## config.mk

```make
export PLATFORM = sky130hd
export DESIGN_NAME = rsa_meta_ram
export DESIGN_NICKNAME = d
export VERILOG_FILES = /design/src/rtl/core/rsa_pkg.sv /design/src/rtl/core/rsa_meta_ram.sv
export SDC_FILE = /design/constraint.sdc
export NUM_CORES = 1
export LEC_CHECK = 0
export BUFFER_PORTS_ARGS = -buffer_cell sky130_fd_sc_hd__buf_2
export CORE_UTILIZATION = 56
export DETAILED_ROUTE_END_ITERATION = 8
export HOLD_SLACK_MARGIN = 0.08
export PLACE_DENSITY_LB_ADDON = 0.05
export SETUP_SLACK_MARGIN = 0.05
export SYNTH_ARGS = -nofsm -noshare
export SYNTH_HDL_FRONTEND = slang
export SYNTH_SLANG_ARGS = --single-unit
```

## constraint.sdc

```tcl
create_clock -name clk -period 5.5 [get_ports clk]
set_clock_uncertainty 0.1 [all_clocks]
set_input_delay 1.1 -clock clk [delete_from_list [all_inputs] [get_ports clk]]
set_output_delay 1.1 -clock clk [all_outputs]
set_load 0.02 [all_outputs]
```

## src/rtl/core/rsa_pkg.sv

```systemverilog
// Shared types, constants and codes of the record slot allocator.
package rsa_pkg;

    // File geometry
    localparam int PAGES       = 16;
    localparam int PAGE_W      = 4;
    localparam int PAGE_CNT_W  = $clog2(PAGES + 1);
    localparam int SLOTS       = 32;
    localparam int SLOT_W      = 5;
    localparam int SPP_W       = 6;
    localparam int RECORD_BITS = 64;
    localparam int REC_ADDR_W  = PAGE_W + SLOT_W;
    localparam int REC_DEPTH   = PAGES * SLOTS;

    localparam logic [PAGE_CNT_W-1:0] NO_PAGE   = PAGE_CNT_W'(PAGES);
    localparam logic [SPP_W-1:0]      SPP_RESET = SPP_W'(32);

    // Request kinds
    localparam logic [1:0] KIND_INSERT = 2'd0;
    localparam logic [1:0] KIND_DELETE = 2'd1;
    localparam logic [1:0] KIND_READ   = 2'd2;
    localparam logic [1:0] KIND_UPDATE = 2'd3;

    // Result status codes
    localparam logic [1:0] STATUS_OK      = 2'd0;
    localparam logic [1:0] STATUS_NO_PAGE = 2'd1;
    localparam logic [1:0] STATUS_EMPTY   = 2'd2;
    localparam logic [1:0] STATUS_FULL    = 2'd3;

    typedef enum logic {
        ST_IDLE,
        ST_EXEC
    } state_t;

    typedef struct packed {
        logic [1:0]             kind;
        logic [3:0]             page_number;
        logic [4:0]             slot_number;
        logic [RECORD_BITS-1:0] record_data;
    } req_t;

    typedef struct packed {
        logic [1:0]             status;
        logic [3:0]             result_page;
        logic [4:0]             result_slot;
        logic [RECORD_BITS-1:0] read_data;
    } rsp_t;

    // Per-page metadata word
    typedef struct packed {
        logic [PAGE_CNT_W-1:0] next_free;
        logic [SPP_W-1:0]      used_count;
        logic [SLOTS-1:0]      occupancy;
    } meta_t;

    typedef struct packed {
        logic              en;
        logic [PAGE_W-1:0] addr;
        meta_t             data;
    } meta_wr_t;

    typedef struct packed {
        logic                   en;
        logic [REC_ADDR_W-1:0]  addr;
        logic [RECORD_BITS-1:0] data;
    } rec_wr_t;

endpackage

```

## src/rtl/core/rsa_meta_ram.sv

```systemverilog
// Page metadata memory: one write port, one registered read port.
module rsa_meta_ram (
    input  logic                       clk,
    input  rsa_pkg::meta_wr_t          wr,
    input  logic                       rd_en,
    input  logic [rsa_pkg::PAGE_W-1:0] rd_addr,
    output rsa_pkg::meta_t             rd_data
);

    rsa_pkg::meta_t mem [rsa_pkg::PAGES];

    // Write and read the metadata array
    always_ff @(posedge clk)
    begin
        if (wr.en)
        begin
            mem[wr.addr] <= wr.data;
        end
        if (rd_en)
        begin
            rd_data <= mem[rd_addr];
        end
    end

endmodule

```

# After elaboration in Yosys (flattened, before gate mapping)

Memory sizes are Yosys's and may differ from the RTL's. A register that Yosys moved wholly into a read port is not among the register bits.
Cells that the tools add are included.

Bits in registers: 0
RAM bits: 688
Input bits: 54
Output and inout port bits: 43
Logic and storage cells: 3
Memories kept: 1

Memories:

| memory | words | bits a word | rd ports | clocked after memory_dff | wr ports | line               | RTL |
|---|---|---|---|---|---|---|---|
| mem    | 16    | 43          | 1        | 1                        | 1        | rsa_meta_ram.sv:10 | `rsa_pkg::meta_t mem [rsa_pkg::PAGES];` |

Mux-type cells: 2

Operator list:

| kind   | number |
|---|---|
| $mux 1 | 2 |

# Longest topological paths before layout

Word-level depth: 2
Depth in mapped cells: 6

# Worst setup path before layout

OpenSTA, ideal clock, no wires.

Kind: in2reg
Start: input wr[45] in the netlist's numbering
End: memory mem[0][0] in the netlist's numbering, enable pin
Data arrival time: 4.556 ns
Setup slack: 0.347 ns
Cell stages on the path: 2
Path buffers: 0
Cells stage by stage: or3b_2 -> nor3_1

RTL lines:

| item               | line               | RTL |
|---|---|---|
| start: declaration | rsa_meta_ram.sv:4  | `input rsa_pkg::meta_wr_t wr,` |
| end: declaration   | rsa_meta_ram.sv:10 |  |

Straight into the memory's write port.

==> out/qor.yml <==
hpwlAfterDp_um: 29500
register_area_mm2: 0.02195
core_area_mm2: 0.04775
p_leak_nw: 9.804
postRouteAntennaNets: 0
max_freq_ghz: 0.3518
cts_setup_buffers: 0
fin_nets: 1320
final_common_cell: "edfxtp_1"
grt_max_degree: 78
drc: 0
rsz0062_at_grt: "no"
instances_no_fill: 1932
grt-busiest-layer: "met1"
r2r_start: "mem[10][31]$_DFFE_PP_"
placementRows: 80
met3_usage_pct: 5.023
path_max_fanout: 55
slew_headroom_pct: 32.65
power_mw: 11.42
whs_path_depth: 3
final-hold-violation-count: 0
setup_viol: 0
crit_type: "in2reg"
grtUsageTotal_pct: 23.61
drt_wl_total_um: 55980
initialDrtViolationCount: 1419
place_congestion: 0.7205
hold_class: "reg2reg"
multi_input_area_mm2: 0.004947
syn-cell-area_mm2: 0.02707
clock_latency_ns: 0.60
grt_use_met1_pct: 36.10
clock-sinks: 731
clock_path_buffers: 3
rrSetupSlack_ns: 3.82
cts_tree: "done"
yosysSeqAreaShare_pct: 81.09
die_w_um: 221.9
start_kind: "primary input"
placedCellCount: 1806
p_sw_mw: 2.341
routed-via-count: 12120
htreeDepth: 3
syn_inst: 1116
worst_pin_slew_ns: 1.008
numCtsBuffers: 73
initial_utilization_pct: 56.70
portBuffers: 96
syn_nets: 1170
p_int_mw: 9.080
synth_cell_type_count: 16
cp-startpoint: "rd_addr[0]"
clk_pin_slew_ns: 0.06
area_growth_pct: 13.32
drv_cap: 0
sequentialPowerShare_pct: 55.3
fin_tns_setup_ns: 0
period_minus_slack_ns: 2.843
firstDrtPassIters: 5
r2r-end: "rd_data[31]$_DFFE_PP_"
fillers: 3152
synth-seq-cells: 731
fp.dieArea_mm2: 0.04922
postLayoutCellArea_mm2: 0.03067
placed_cell_area_mm2: 0.02851
power.share.switching_pct: 20.50
cp.arrival_ns: 3.07
worstPathRequired_ns: 5.73
final_cell_mix: "731 x edfxtp_1, 172 x mux4_2, 94 x buf_2"
reg2regPathDepth: 3
min_to: "rd_data[16]$_DFFE_PP_"
wl_per_cell_um: 28.98
syn_avg_cell_area_um2: 24.26
endpoint_kind: "flip-flop"
holdBufCountCts: 0
finalCritPeriodShare_pct: 51.68
die_h_um: 221.9
grt_use_met2_pct: 35.10
status: "finished, final reports clean"
grt_pass1_wl_um: 82780
ios: 97
root_buffer: "clkbuf_16"
powerDensity_mw_per_mm2: 372.3
routed_via_density: 6.274
ys.warnings.count: 0
ctsResizeCount: 0
grt_pass1_vias: 12570
min_from: "mem[14][16]$_DFFE_PP_"
holdWs_ns: 0.6429
drive_gt1_share_pct: 31.79
antenna_found_initial: 3
power_frac_clock_pct: 39.8
p_comb_share_pct: 4.9
drv_slew: 0
gr-total-overflow: 0
ir_drop_v: 0.0002795
## worst max-delay path, cell delays in order
cell and delay (ns):
buf_8 0.47, buf_12 0.42, mux4_2 0.55, a22oi_1 0.33, nand2_1 0.08
## power groups by stage
stage                     logic (mW)  clock network (mW)  registers (mW)
after floorplan                0.298                   0            6.46
after global placement         0.562                   0            6.42
after detailed placement       0.571                   0            6.43
after CTS                      0.571                4.64            6.31
after global routing           0.604                4.82            6.32
final                          0.560                4.55            6.31
## synthesized netlist by cell type
master / count / share of area, %
buf_1: 2 / 0.028
nand3b_1: 2 / 0.055
nor2_1: 13 / 0.18
nand2_1: 44 / 0.61
or3b_2: 1 / 0.032
mux4_2: 172 / 14
and2_1: 1 / 0.023
buf_2: 19 / 0.35
nor2b_1: 2 / 0.046
nand3_1: 1 / 0.018
a22oi_1: 86 / 2.4
buf_6: 9 / 0.37
nand2b_1: 2 / 0.046
clkbuf_1: 27 / 0.37
edfxtp_1: 731 / 81
nor3_1: 4 / 0.074
## cell type report
| class | instances | area share [%] |
|---|---|---|
| Sequential cell | 731 | 71.56 |
| Tap cell | 615 | 2.509 |
| Timing Repair Buffer | 132 | 2.745 |
| Clock inverter | 31 | 0.5629 |
| Clock buffer | 93 | 6.477 |
| Antenna cell | 2 | 0.01632 |
| Multi-Input combinational cell | 328 | 16.13 |
## metrics by stage
stage / setup WS (ns) / util (%)
CTS: 2.677 / 64.23
finish: 2.657 / 64.25
global placement: 2.016 / 59.71
detailed placement: 2.042 / 59.71
floorplan: 0.3472 / -
global route: 2.518 / 64.23
## worst max path at each step
stage | slack [ns] | end | depth (start not counted)
after floorplan | 0.35 | mem[0][0]$_DFFE_PP_ | 2
final | 2.66 | rd_data[4]$_DFFE_PP_ | 5
after detailed placement | 2.04 | rd_data[4]$_DFFE_PP_ | 5
after global routing | 2.52 | rd_data[4]$_DFFE_PP_ | 5
after CTS | 2.68 | rd_data[4]$_DFFE_PP_ | 5
after global placement | 2.02 | rd_data[4]$_DFFE_PP_ | 5
## sequential cells by signal, summed over array words and instances (netlist names)
name and count:
rd_data 43, mem 688
## cells by family after synthesis
family                 Yosys count  synth area share, %
buffers and inverters           57                1.128
DFF                            731                81.09
muxes                          172                14.31
AOI/OAI and AO/OA               86                2.385
and+or+nand+nor                 70                1.086
## layer usage
metal / part of all wire (%) / vias to the layer above / wire length (um)
met1: 44 / 6530 / 24490
met2: 47 / 391 / 26170
met4: 2.0 / 2 / 1132
met5: 0.027 / - / 15
met3: 7.4 / 83 / 4170
li1: - / 5116 / -
No activity file was read; power rests on OpenSTA's default activity.
