[config.mk]
export PLATFORM = sky130hd
export DESIGN_NAME = rsa_slot_find
export DESIGN_NICKNAME = d
export VERILOG_FILES = /design/src/rtl/core/rsa_pkg.sv /design/src/rtl/core/rsa_slot_find.sv
export SDC_FILE = /design/constraint.sdc
export NUM_CORES = 1
export LEC_CHECK = 0
export BUFFER_PORTS_ARGS = -buffer_cell sky130_fd_sc_hd__buf_2
export CAP_MARGIN = 20
export CORE_ASPECT_RATIO = 0.8
export CORE_UTILIZATION = 54
export DETAILED_ROUTE_END_ITERATION = 8
export GPL_ROUTABILITY_DRIVEN = 0
export PLACE_DENSITY = 0.95
export SYNTH_ARGS = -nofsm -noshare
export SYNTH_HDL_FRONTEND = slang
export SYNTH_SLANG_ARGS = --single-unit
export TNS_END_PERCENT = 30
[constraint.sdc]
create_clock -name vclk -period 3.2
set_clock_uncertainty 0.05 [all_clocks]
set_input_delay 0.16 -clock vclk [all_inputs]
set_output_delay 0.16 -clock vclk [all_outputs]
set_load 0.01 [all_outputs]
[src/rtl/core/rsa_pkg.sv]
// Shared types, constants and codes of the record slot allocator.
package rsa_pkg;

    // File geometry
    localparam int PAGES       = 16;
    localparam int PAGE_W      = 4;
    localparam int PAGE_CNT_W  = $clog2(PAGES + 1);
    localparam int SLOTS       = 32;
    localparam int SLOT_W      = 5;
    localparam int SPP_W       = 6;
    localparam int RECORD_BITS = 64;
    localparam int REC_ADDR_W  = PAGE_W + SLOT_W;
    localparam int REC_DEPTH   = PAGES * SLOTS;

    localparam logic [PAGE_CNT_W-1:0] NO_PAGE   = PAGE_CNT_W'(PAGES);
    localparam logic [SPP_W-1:0]      SPP_RESET = SPP_W'(32);

    // Request kinds
    localparam logic [1:0] KIND_INSERT = 2'd0;
    localparam logic [1:0] KIND_DELETE = 2'd1;
    localparam logic [1:0] KIND_READ   = 2'd2;
    localparam logic [1:0] KIND_UPDATE = 2'd3;

    // Result status codes
    localparam logic [1:0] STATUS_OK      = 2'd0;
    localparam logic [1:0] STATUS_NO_PAGE = 2'd1;
    localparam logic [1:0] STATUS_EMPTY   = 2'd2;
    localparam logic [1:0] STATUS_FULL    = 2'd3;

    typedef enum logic {
        ST_IDLE,
        ST_EXEC
    } state_t;

    typedef struct packed {
        logic [1:0]             kind;
        logic [3:0]             page_number;
        logic [4:0]             slot_number;
        logic [RECORD_BITS-1:0] record_data;
    } req_t;

    typedef struct packed {
        logic [1:0]             status;
        logic [3:0]             result_page;
        logic [4:0]             result_slot;
        logic [RECORD_BITS-1:0] read_data;
    } rsp_t;

    // Per-page metadata word
    typedef struct packed {
        logic [PAGE_CNT_W-1:0] next_free;
        logic [SPP_W-1:0]      used_count;
        logic [SLOTS-1:0]      occupancy;
    } meta_t;

    typedef struct packed {
        logic              en;
        logic [PAGE_W-1:0] addr;
        meta_t             data;
    } meta_wr_t;

    typedef struct packed {
        logic                   en;
        logic [REC_ADDR_W-1:0]  addr;
        logic [RECORD_BITS-1:0] data;
    } rec_wr_t;

endpackage

[src/rtl/core/rsa_slot_find.sv]
// Lowest clear slot search within the used part of a page.
module rsa_slot_find (
    input  logic [rsa_pkg::SLOTS-1:0]  occupancy,
    input  logic [rsa_pkg::SPP_W-1:0]  spp,
    output logic                       found,
    output logic [rsa_pkg::SLOT_W-1:0] slot
);

    logic [rsa_pkg::SLOTS-1:0] blocked;

    // Block used slots and slots beyond the page size
    always_comb
    begin
        for (int i = 0; i < rsa_pkg::SLOTS; i++)
        begin
            blocked[i] = occupancy[i] | (rsa_pkg::SPP_W'(i) >= spp);
        end
    end

    // Priority-encode the lowest open slot
    always_comb
    begin
        found = 1'b0;
        slot  = '0;
        for (int i = rsa_pkg::SLOTS - 1; i >= 0; i--)
        begin
            if (!blocked[i])
            begin
                found = 1'b1;
                slot  = rsa_pkg::SLOT_W'(i);
            end
        end
    end

endmodule

## Word-level counts from Yosys, hierarchy flattened

Cells that the tools add are included.

- Flip-flop bits (word level): 0
- Bits of input ports: 38
- Output and inout port bits: 6
- Logic and storage cells: 128

- Magnitude comparators: 32
- Multiplexer cells: 64
- Bitwise gates (word level): 32

Operator list:

| cell | count |
|---|---|
| two-way mux 5 bit | 32 |
| greater-or-equal comparator 5 x 6 -> 1 bit (first input constant) | 16 |
| greater-or-equal comparator 4 x 6 -> 1 bit (first input constant) | 8 |
| two-way mux 1 bit | 32 |
| OR 1 bit | 32 |
| greater-or-equal comparator 3 x 6 -> 1 bit (first input constant) | 4 |
| greater-or-equal comparator 1 x 6 -> 1 bit (first input constant) | 2 |
| greater-or-equal comparator 2 x 6 -> 1 bit (first input constant) | 2 |

## Logic depth before layout (Yosys ltp)

Gate-level depths: netlist of run 1.

- Depth after elaboration: 34
- Depth in mapped cells: 8
- Gate-level depth less buffers: 6

## Worst setup path before layout of run 1

Ideal clock, no wire load.

- Kind: input to output
- Start: input spp[1] (netlist name)
- End: output slot[1] (netlist name)
- Arrival: 1.689 ns
- Required time: 2.990 ns
- Setup slack: 1.301 ns
- Stages: 7
- Path buffers: 1
- Cells stage by stage: buf_2 -> nor2_1 -> nor3_1 -> a2111oi_0 -> o311ai_1 -> a211o_1 -> a211oi_1

- Cells in the longest elaborated chain, start to end: 34
- Elaborated cells on any way between the ends: 96
- Those cells by class: 32 x order compare; 32 x mux; 32 x bitwise

RTL lines:

| what | RTL line | text |
|---|---|---|
| start: declaration | rsa_slot_find.sv:4 | `input logic [rsa_pkg::SPP_W-1:0] spp,` |
| greater-or-equal comparator 5 x 6 -> 1 bit | rsa_slot_find.sv:16 | `blocked[i] = occupancy[i] \| (rsa_pkg::SPP_W'(i) >= spp);` |
| OR 1 bit | rsa_slot_find.sv:16 |  |
| two-way mux 5 bit (31 in a row) | rsa_slot_find.sv:27 | `if (!blocked[i])` |
| two-way mux 5 bit * | rsa_slot_find.sv:27 |  |
| end: declaration | rsa_slot_find.sv:6 | `output logic [rsa_pkg::SLOT_W-1:0] slot` |

Mark *: on every way between the ends. The rest lies on a longest branch, timed or not.

## Worst setup path in the final report of run 1

Ends and elaborated chain as after synthesis.

==> results of run 1 <==
==> placed cells by master, fill, tap and decap left out, types with 2 or more instances in the layout <==
cell type and instances:
a211oi_1 6, o221ai_1 2, nand3_1 5, o211ai_1 3, nor3_1 10, buf_2 44
o31ai_1 2, o21bai_1 2, or3_1 3, nand4_1 3, inv_1 4, nor2_2 2
nor3b_1 2, nor3_2 2, o21ai_1 3, a31oi_1 3, nand2b_1 3, a22oi_1 4
o21ai_0 8, nor2b_1 3, a21oi_1 21, a211o_1 2, o22ai_1 2, nand2_1 13
nor2_1 13, nor4_1 5
==> synthesized netlist by cell type, drive strengths merged (3+ instances only) <==
library cell	n
nand2b	3
o31ai	3
nor2	15
buf	10
nand2	13
nand4	3
inv	4
nand3	6
a21oi	21
a22oi	4
or3	3
a31oi	3
a211oi	7
nor4	6
o21ai	11
o211ai	3
nor2b	3
nor3	12
==> through the flow <==
step | hold WS, ns | cell area, sq um | setup WS (ns) | cells | util (%)
6_report | 0.773 | 1130 | 0.753 | 212 | 69.0
5_1_grt | 0.819 | 1130 | 0.648 | 212 | 69.0
4_1_cts | 0.766 | 1130 | 0.803 | 212 | 69.0
3_5_place_dp | 0.766 | 1130 | 0.815 | 212 | 69.0
3_3_place_gp | 0.755 | 1130 | 0.860 | 212 | 69.0
2_1_floorplan | 0.521 | 953 | 1.30 | 156 | -
==> how the worst max path moves through the flow <==
stage | depth (start not counted) | end | slack, ns | from
floorplan | 7 | slot[1] | 1.30 | spp[1]
global placement | 8 | slot[1] | 0.86 | spp[1]
detailed placement | 8 | slot[1] | 0.81 | spp[1]
CTS | 8 | slot[1] | 0.80 | spp[1]
global route | 8 | slot[1] | 0.65 | spp[3]
finish | 8 | slot[1] | 0.75 | spp[1]
==> final cells by class <==
class,instances,share of cell area [%]
repair buffers,44,19.4
well taps,22,2.43
inverters,4,1.32
multi-input cells,142,76.8
==> logic make-up after synthesis <==
kind of cell / Yosys count / synth area share, %
AOI/OAI and AO/OA: 71 / 50.7
and+or+nand+nor: 71 / 40.7
buffers and inverters: 14 / 8.66
==> routing by layer <==
metal	vias to the layer above	share of wire, %
met5	-	0
met4	0	3.4
met3	22	11
met2	132	44
met1	655	41
li1	689	-
==> power by group through the flow <==
| stage | Clock [mW] | Sequential [mW] | Combinational (mW) |
|---|---|---|---|
| global placement | 0 | 0 | 0.143 |
| detailed placement | 0 | 0 | 0.150 |
| finish | 0 | 0 | 0.156 |
| global route | 0 | 0 | 0.168 |
| CTS | 0 | 0 | 0.150 |
| floorplan | 0 | 0 | 0.102 |
==> worst min-delay path: stages <==
cell	delay, ns
buf_2	0.09
inv_1	0.05
o22ai_1	0.12
a41o_1	0.12
buf_2	0.12
==> results.txt, run 1 <==
CP Data Required Time: 2.99 ns
WP buf/inv: 2
yosys warns: 0
Hold Crit Endpoint: slot[0]
post-DR wirelength/cell: 15.3 um
core area: 1640 sq um
Final Hold Viols: 0
CP arrival: 2.24 ns
max incr delay on CP: 0.40 ns
Internal: 0.0596 mW
P_sw: 0.0960 mW
Site Rows: 13
Top delay family on crit path: compound AO/OA/AOI/OAI gates
mean post-synth cell area: 6.11 sq um
Tot Pwr: 0.156 mW
IO Port Bufs: 44
cell repeated most along the worst path: buf_2
Max Cap Viol: 0
via count: 1498
crit path time final: 2.45 ns
Multi-input gate area: 871 sq um
Max FO, Critical Path: 20
first-pass GRT wire length: 4.99 mm
Final HPWL DP: 2.57 mm
GR Overflow Total: 0
Post-CTS Setup Bufs: 0
Crit. End Element: primary output
Slowest-stage cell, CP: o41a_1
crit start category: input pin
area share of the largest cell type after synthesis: 11.0%
starting DRC count in detailed routing: 120
Die Y: 39.6 um
headroom to the max-slew limit: 61.2%
DRT Wirelength: 3.25 mm
RSZ-0062 raised after global routing: false
drt first pass iters: 5
Post-CTS Resized: 0
Hold WC Path Type: in -> out
Slew Viols, Final: 0
met2 usage: 59.7%
Worst Max-Slew Pin Slew: 0.582 ns
largest net degree at the start of global routing: 21
antenna cells: 0
power share of the clock group: 0%
clkbuf count: 0
Netlist cell types: 48
Post-Syn Area: 953 sq um
vias in the first global route: 1206
hold_buf cts: 0
Initial Util: 58.0%
dominant cell type by area after synthesis: a21oi_1
Reg area: 0 sq um
switching part of the total power: 61.7%
DRC viols: 0
HP Start: occupancy[0]
nets: 230
DIE WIDTH: 49.0 um
syn nets: 194
I/O pin cnt: 44
Leakage: 0.434 nW
die area: 1940 sq um
Max Fclk: 409 MHz
maximum vdd ir drop: 96.5 uV
met3 usage: 1.94%
logic gate share of total power: 100.0%
gr usage total: 32.6%
share of cells above drive strength 1: 28.4%
Tcrit/Tclk final: 76.5%
met1 GRT Util: 41.1%
outcome: finished, final reports clean
Syn Inst Count: 156
WHS Path Cells: 5
antenna violations before repair: 0
Synth-to-Final Area Change: 18.9%
setup TNS: 0 ns
Critical Setup Path Class: in -> out
CP Cell Sequence: buf_2 -> nand2_1 -> o41a_1 -> a2111oi_0 -> o311ai_1 -> a211o_1 -> a211oi_1 -> buf_2
leading post-synthesis cells by cell area: a21oi_1 (11%), nor3_1 (5.2%), nand2_1 (5.1%)
Reg power frac: 0%
Pwr Density: 137 nW/um^2
vias per inst: 7.07
busiest grt layer: met2
Seq/Total Area, Yosys: 0%
# fillers: 152
setup violators final: 0
number of sequential cells: 0
antenna viol nets, final: 0
Note: power is estimated with default switching activity, not from simulation.
==> run 2, diff against run 1 <==
- ABC_AREA: unset -> 1
- CORE_UTILIZATION: 54 -> 48
- clock period: 3.2 -> 2.5 ns (I/O delays scaled with it)
==> results.txt, run 2 <==
CP Data Required Time: 2.33 ns (-0.66 ns)
Tcrit/Tclk final: 96.7%
Post-Place Cell Area: 1080 sq um (-4.7%)
Reg area: 0 sq um (unchanged)
final setup margin: 0.0831 ns (-0.670 ns)
crit start category: input pin
post-DR wirelength/cell: 12.0 um (-22%)
Multi-input gate area: 747 sq um (-14%)
number of sequential cells: 0 (unchanged)
Critical Setup Path Class: in -> out
Slew Viols, Final: 0 (unchanged)
Initial Util: 50.8% (-7.2 points)
WP buf/inv: 4 (+2)
switching part of the total power: 57.2% (-4.5 points)
logic gate share of total power: 100.0% (about the same)
Crit. End Element: primary output
antenna viol nets, final: 0 (unchanged)
I/O pin cnt: 44 (unchanged)
Max Fclk: 414 MHz
HP Start: occupancy[0]
cell repeated most along the worst path: nand2_1
Internal: 0.0946 mW (+59%)
met3 usage: 0.784% (-1.2 points)
# fillers: 109 (-28%)
Post-synth top cells: nand2_1 (59), nor2_1 (35), inv_1 (25)
share of cells above drive strength 1: 35.9% (+7.5 points)
Site Rows: 13 (unchanged)
busiest grt layer: met2
Worst Max-Slew Pin Slew: 0.464 ns (-0.118 ns)
vias in the first global route: 970 (-20%)
Slowest-stage cell, CP: buf_2
count leader, synth: nand2_1
starting DRC count in detailed routing: 85 (-29%)
maximum vdd ir drop: 112 uV (+16%)
Post-Syn Area: 827 sq um (-13%)
antenna cells: 0 (unchanged)
Reg power frac: 0% (unchanged)
GR Overflow Total: 0 (unchanged)
Syn Inst Count: 184 (+18%)
Final Hold Viols: 0 (unchanged)
power share of the clock group: 0% (unchanged)
drt first pass iters: 7 (+2)
Top delay family on crit path: simple AND/OR/NAND/NOR gates
antenna violations before repair: 0 (unchanged)
setup violators final: 0 (unchanged)
most frequent cells in the layout: nand2_1 (54), buf_2 (39), nor2_1 (32)
pre-CTS setup slack: 0.175 ns (-0.640 ns)
setup TNS: 0 ns (unchanged)
violated checks: design-rule violations
Die Y: 39.1 um (-1.1%)
Max Cap Viol: 0 (unchanged)
Leakage: 0.730 nW (+68%)
clkbuf count: 0 (unchanged)
Max FO, Critical Path: 5 (-75%)
Seq/Total Area, Yosys: 0% (unchanged)
Final HPWL DP: 2.11 mm (-18%)
P_sw: 0.126 mW (+32%)
via count: 1364 (-8.9%)
core area: 1630 sq um (-0.99%)
Pwr Density: 175 nW/um^2 (+28%)
syn nets: 222 (+14%)
mean post-synth cell area: 4.49 sq um (-26%)
area share of the largest cell type after synthesis: 26.8% (+16 points)
post-route cell area: 1260 sq um (+11%)
largest net degree at the start of global routing: 10 (-52%)
CP startpoint: spp[5]
crit path time final: 2.42 ns
yosys warns: 0 (unchanged)
DRT Wirelength: 3.03 mm (-6.7%)
Synth-to-Final Area Change: 52.2%
Cells after DPL: 250 (+18%)
most common cell after layout, fill and taps aside: nand2_1
met1 GRT Util: 31.8% (-9.4 points)
dominant cell type by area after synthesis: nand2_1
fin cells: 253 (+19%)
Hold WC Path Type: in -> out
hold_buf cts: 0 (unchanged)
CP arrival: 2.24 ns (about the same)
leading post-synthesis cells by cell area: nand2_1 (27%), nor2_1 (16%), inv_1 (11%)
vias per inst: 5.39 (-24%)
outcome: complete, but fails checks
Tot Pwr: 0.221 mW (+42%)
first-pass GRT wire length: 3.79 mm (-24%)
nets: 271 (+18%)
DRC viols: 2 (+2)
max incr delay on CP: 0.14 ns (-0.26 ns)
Netlist cell types: 28 (-42%)
RSZ-0062 raised after global routing: true
met2 usage: 48.9% (-11 points)
die area: 1890 sq um (-2.3%)
headroom to the max-slew limit: 68.8% (+7.6 points)
IO Port Bufs: 44 (unchanged)
gr usage total: 25.4% (-7.2 points)
DIE WIDTH: 48.4 um (-1.2%)
-- run 2: through the flow --
stage | hold WS [ns] | util, %
floorplan | 0.407 | -
global placement | 0.635 | 66.4
detailed placement | 0.635 | 66.4
CTS | 0.634 | 66.4
global route | 0.690 | 77.4
finish | 0.637 | 77.4
-- run 2: what timing repair did --
| item | in CTS | in global routing |
|---|---|---|
| endpoints found under the setup margin | 0 | 1 |
| gates resized for setup | 0 | 49 |
| buffers inserted | 0 | 3 |
-- run 2: final cells by class --
cell class / count / share of cell area (%)
Inverter: 37 / 12.4
Multi-Input combinational cell: 145 / 59.3
Tap cell: 22 / 2.19
Timing Repair Buffer: 49 / 26.0
-- run 2: cells by family after synthesis --
| group | share of synthesized area (%) |
|---|---|
| buf+inv | 18.0 |
| simple gates | 61.4 |
| compound gates | 20.6 |
-- run 2: layer usage --
layer	vias to the layer above	part of all wire (%)
li1	678	-
met1	579	41
met2	91	45
met3	16	10
met4	0	3.8
met5	-	0
-- run 2: final timing paths --
kind / end / slack [ns] / cells past startpoint
max: slot[0] / 0.08 / 33
min: slot[0] / 0.64 / 6
-- run 2: power groups by stage --
stage	combinational, mW	clock, mW	sequential, mW
final	0.221	0	0
after global routing	0.240	0	0
after CTS	0.179	0	0
after detailed placement	0.178	0	0
after global placement	0.173	0	0
after floorplan	0.119	0	0
==> run 3, diff against run 2 <==
- BUFFER_PORTS_ARGS: -buffer_cell sky130_fd_sc_hd__buf_2 -> unset
- CORE_AREA: unset -> 2 2 39 41
- CORE_ASPECT_RATIO: 0.8 -> unset
- CORE_UTILIZATION: 48 -> unset
- DIE_AREA: unset -> 0 0 41 43
- DONT_BUFFER_PORTS: unset -> 1
- PLACE_DENSITY: 0.95 -> 0.88
- SKIP_LAST_GASP: unset -> 1
==> results.txt, run 3 (synthesis results as in run 2) <==
Hold WC Path Type: in -> out
Leakage: 0.496 nW (-32%)
power share of the clock group: 0% (unchanged)
GR Overflow Total: 0 (unchanged)
Site Rows: 14 (+1)
Pwr Density: 164 nW/um^2 (-6.5%)
CP startpoint: spp[0]
RSZ-0062 raised after global routing: false
antenna cells: 0 (unchanged)
vias in the first global route: 999 (+3.0%)
Post-CTS Setup Bufs: 0 (unchanged)
Slew Viols, Final: 0 (unchanged)
Hold Slack: 0.445 ns (-0.192 ns)
vias per inst: 5.50 (+1.9%)
via count: 1099 (-19%)
core area: 1380 sq um (-15%)
drt first pass iters: 4 (-3)
cell repeated most along the worst path: nand2_1
IO Port Bufs: 0 (-100%)
Reg area: 0 sq um (unchanged)
clkbuf count: 0 (unchanged)
setup violators final: 0 (unchanged)
Tot Pwr: 0.140 mW (-36%)
Max Cap Viol: 0 (unchanged)
Die Y: 43 um (+9.9%)
pre-CTS setup slack: 0.352 ns (+0.177 ns)
Slowest-stage cell, CP: nor2_4
logic gate share of total power: 100.0% (about the same)
max incr delay on CP: 0.17 ns (+0.03 ns)
Max Fclk: 474 MHz (+15%)
crit start category: input pin
HP Start: occupancy[0]
Reg power frac: 0% (unchanged)
antenna viol nets, final: 0 (unchanged)
DRC viols: 0 (-2)
post-DR wirelength/cell: 11.4 um (-5.0%)
Initial Util: 59.8% (+8.9 points)
crit path time final: 2.11 ns (-0.307 ns)
headroom to the max-slew limit: 65.2% (-3.6 points)
CP arrival: 1.94 ns (-0.30 ns)
Tcrit/Tclk final: 84.4% (-12 points)
maximum vdd ir drop: 75.5 uV (-32%)
P_sw: 0.0882 mW (-30%)
Internal: 0.0522 mW (-45%)
gr usage total: 28.3% (+2.9 points)
I/O pin cnt: 44 (unchanged)
setup TNS: 0 ns (unchanged)
Synth-to-Final Area Change: 3.48%
CP Data Required Time: 2.33 ns (about the same)
antenna violations before repair: 0 (unchanged)
number of sequential cells: 0 (unchanged)
DIE WIDTH: 41 um (-15%)
most common cell after layout, fill and taps aside: nand2_1
outcome: finished, final reports clean
first-pass GRT wire length: 3.67 mm (-3.1%)
largest net degree at the start of global routing: 10 (unchanged)
Max FO, Critical Path: 6 (+1)
Crit. End Element: primary output
die area: 1760 sq um (-6.9%)
Worst Max-Slew Pin Slew: 0.518 ns (+0.0535 ns)
Final Hold Viols: 0 (unchanged)
switching part of the total power: 62.8% (+5.6 points)
Final HPWL DP: 1.98 mm (-6.5%)
DRT Wirelength: 2.28 mm (-25%)
nets: 224 (-17%)
starting DRC count in detailed routing: 31 (-64%)
final setup margin: 0.390 ns (+0.307 ns)
Critical Setup Path Class: in -> out
share of cells above drive strength 1: 12.0% (-24 points)
most frequent cells in the layout: nand2_1 (59), nor2_1 (35), inv_1 (25)
run 3: routing by layer:
metal	share of wire, %	vias to the layer above	global-route usage [%]
li1	-	578	-
met1	40	477	32.0
met2	53	40	53.4
met3	5.8	4	1.05
met4	1.1	0	6.00
met5	0	-	0
run 3: power groups by stage:
stage                     clock, mW  combinational [mW]  sequential, mW
after floorplan                   0               0.119               0
after global placement            0               0.132               0
after detailed placement          0               0.138               0
after CTS                         0               0.139               0
after global routing              0               0.162               0
final                             0               0.140               0
run 3: area by class of cell:
type / instances / area [sq um]
repair buffers: 2 / 15.0
fillers: 148 / 528
inverters: 37 / 139
multi-input cells: 145 / 682
well taps: 16 / 20.0
run 3: final timing paths:
path | depth (start not counted) | slack [ns] | end
max | 29 | 0.39 | slot[0]
min | 4 | 0.44 | slot[0]
run 3: critical path: cells and delay by family:
kind | cells | cell delay, ns
AND/OR/NAND/NOR | 28 | 1.61
AO/OA/AOI/OAI | 1 | 0.17
run 3: what timing repair did:
item	in CTS	in global routing
hold buffers	0	0
setup endpoints to repair	0	1
gates resized for setup	0	1
run 3: metrics by stage:
step | utilization, % | std cells | instance area, sq um
6_report | 61.8 | 200 | 856
5_1_grt | 61.8 | 200 | 856
4_1_cts | 61.6 | 200 | 852
3_5_place_dp | 61.6 | 200 | 852
3_3_place_gp | 61.6 | 200 | 852
2_1_floorplan | - | 184 | 827
